## config.mk

```make
export PLATFORM = sky130hd
export DESIGN_NAME = hashlp_ram
export DESIGN_NICKNAME = d
export VERILOG_FILES = /design/src/design/hashlp_ram.sv
export SDC_FILE = /design/constraint.sdc
export NUM_CORES = 1
export LEC_CHECK = 0
export ABC_AREA = 1
export BUFFER_PORTS_ARGS = -buffer_cell sky130_fd_sc_hd__buf_2
export CORE_UTILIZATION = 27
export CTS_CLUSTER_SIZE = 24
export DETAILED_ROUTE_END_ITERATION = 8
export SLEW_MARGIN = 40
export SYNTH_ARGS = -nofsm -noshare
export SYNTH_HDL_FRONTEND = slang
export SYNTH_SLANG_ARGS = --single-unit
```

## constraint.sdc

```tcl
create_clock -name clock -period 3.2 [get_ports clock]
set_input_delay 0.64 -clock clock [delete_from_list [all_inputs] [get_ports clock]]
set_output_delay 0.64 -clock clock [all_outputs]
set_load 0.005 [all_outputs]
```

## src/design/hashlp_ram.sv

```systemverilog
`timescale 1ns / 1ps

module hashlp_ram #(
   parameter int WIDTH = 8,
   parameter int DEPTH = 16
) (
   input  logic                     clock,
   input  logic                     wr_en,
   input  logic [$clog2(DEPTH)-1:0] wr_addr,
   input  logic [WIDTH-1:0]         wr_data,
   input  logic [$clog2(DEPTH)-1:0] rd_addr,
   output logic [WIDTH-1:0]         rd_data
);

   logic [WIDTH-1:0] mem_ff [DEPTH];
   logic [WIDTH-1:0] rd_data_ff;

   always_ff @(posedge clock) begin
      if (wr_en) begin
         mem_ff[wr_addr] <= wr_data;
      end
      rd_data_ff <= mem_ff[rd_addr];
   end

   assign rd_data = rd_data_ff;

endmodule

```

==> impl_metrics.json <==
{
  "status": "complete, no violations",
  "clk_pin_slew_ns": 0.06,
  "worstHoldPathType": "primary input to register",
  "wl_um": 13300,
  "critical_path_arrival_ns": 1.70,
  "maxSlewViolCount": 0,
  "post-route-util_pct": 32.1,
  "rows": 53,
  "n_antenna_cell": 0,
  "cellLeakagePower_nw": 2.83,
  "drive_gt1_share_pct": 10.4,
  "die_width_um": 148,
  "place.gp.congestion": 0.766,
  "drt_iter0_drc": 290,
  "fin_crit_sh_pct": 51.8,
  "final_cell_mix": "173 x nand2_1, 128 x edfxtp_1, 100 x inv_1",
  "wl_per_cell_um": 15.4,
  "fin_setup_tns_ns": 0,
  "power_density_nw_per_um2": 632,
  "ant_nets": 0,
  "hold_viol": 0,
  "start_util_pct": 27.5,
  "worstMarginPinSlew_ns": 0.814,
  "clockBufferDepth": 2,
  "cts_resized": 0,
  "rsz0062_at_grt": "false",
  "clk_latency_ns": 0.41,
  "via_per_inst": 4.30,
  "cts.root.buffer_cell": "clkbuf_16",
  "final_nets": 593,
  "grtUsageTotal_pct": 13.1,
  "syn_inst": 551,
  "cts_sinks": 136,
  "worstSetupStartpointType": "primary input",
  "placed_area_sq_um": 6110,
  "yosysSeqAreaShare_pct": 69.4,
  "dr_total_vias": 3714,
  "cts_setup_buffers": 0,
  "core-area_sq_um": 21000,
  "numCtsBuffers": 17,
  "synth_cell_type_count": 12,
  "syn_nets": 569,
  "endpoint_kind": "register",
  "place_hpwl_um": 8050,
  "setup_violations": 0,
  "yosys_warnings": 0,
  "htree_levels": 4,
  "antenna_found_initial": 0,
  "max_cap_violations": 0,
  "min_period_ns": 1.66,
  "syn2layout_area_growth_pct": 16.7,
  "final_common_cell": "nand2_1",
  "syn_area_sq_um": 5770,
  "pin_count": 26,
  "worst-r2r-cell-count": 6,
  "fin_skew_ns": 0.00507,
  "die_h_um": 148,
  "slew_headroom_pct": 45.5,
  "grt_pass1_vias": 3587,
  "grt_start_max_net_pins": 65,
  "critPathKind": "primary input to register",
  "syn_avg_cell_area_sq_um": 10.5,
  "drc": 0,
  "globalRoute.totalOverflow": 0,
  "total_power_mw": 4.25,
  "holdPathStages": 3,
  "cts_hold_buffers": 0,
  "peakVddDrop_mv": 0.389,
  "drt_pre_antenna_iters": 4,
  "fin_area_sq_um": 6730,
  "cts_tree": "built",
  "fillers": 2180,
  "grt_pass1_wl_um": 20800,
  "crit_required_ns": 3.24,
  "ys_ff_latch": 136,
  "fmax_ghz": 0.603,
  "numPortBuffers": 25,
  "crit_fanout": 8,
  "dieArea_sq_um": 21900
}
-- cells in the mapped netlist --
| library cell | instances | area [sq um] |
|---|---|---|
| nor2_1 | 17 | 63.8 |
| nand2_1 | 173 | 649 |
| nand3b_1 | 2 | 15.0 |
| inv_2 | 2 | 7.51 |
| edfxtp_1 | 128 | 3840 |
| nand3_1 | 97 | 485 |
| buf_6 | 6 | 67.6 |
| buf_4 | 4 | 30.0 |
| buf_2 | 13 | 65.1 |
| inv_1 | 100 | 375 |
| buf_1 | 1 | 3.75 |
| dfxtp_1 | 8 | 160 |
-- power by group --
group          internal [mW]  switching, mW
Combinational         0.0654          0.174
Sequential              1.99         0.0130
Clock                   1.29          0.715
Total                   3.35          0.902
-- path summary, 6_finish.rpt --
kind                 startpoint            to  slack, ns
setup / recovery     wr_addr[3]  mem_ff[5][6]       1.54
setup reg to reg  mem_ff[11][2]    rd_data[2]       2.12
hold reg to reg    mem_ff[6][4]    rd_data[4]       0.69
hold / removal       rd_addr[3]    rd_data[3]       0.64
-- stage by stage --
| step | setup WS (ns) | instances | hold WS, ns |
|---|---|---|---|
| 6_report | 1.54 | 863 | 0.640 |
| 2_1_floorplan | 1.61 | 551 | 0.607 |
| 3_3_place_gp | 1.08 | 831 | 0.666 |
| 3_5_place_dp | 1.08 | 831 | 0.675 |
| 5_1_grt | 1.42 | 863 | 0.633 |
| 4_1_cts | 1.53 | 863 | 0.625 |
-- state kept, by name, indices dropped and copies added, names as in the netlist --
name and flops:
mem_ff 128, rd_data 8
-- critical path, stage by stage --
cell      delay, ns
buf_2          0.12
nand3b_1       0.26
nor2_1         0.68
-- cells by family (layout without fill, tap and decap cells) --
group,Yosys count,after routing,share of synthesized area (%)
AND/OR/NAND/NOR,289,289,21.0
flip-flops,136,136,69.4
buffers and inverters,126,163,9.52
-- routing by layer --
layer,up-vias,routed length (um),global-route usage (%)
met5,-,0,0
li1,1824,-,-
met4,0,250,5.67
met3,18,700,3.34
met2,103,6010,19.5
met1,1769,6290,18.1
-- final cells by class --
class,instances,area (sq um),area share [%]
Tap cell,275,344,5.11
Clock inverter,14,181,2.70
Multi-Input combinational cell,289,1220,18.1
Timing Repair Buffer,29,168,2.49
Inverter,102,383,5.69
Clock buffer,18,429,6.38
Sequential cell,136,4000,59.5
(Power assumes the default switching activity.)
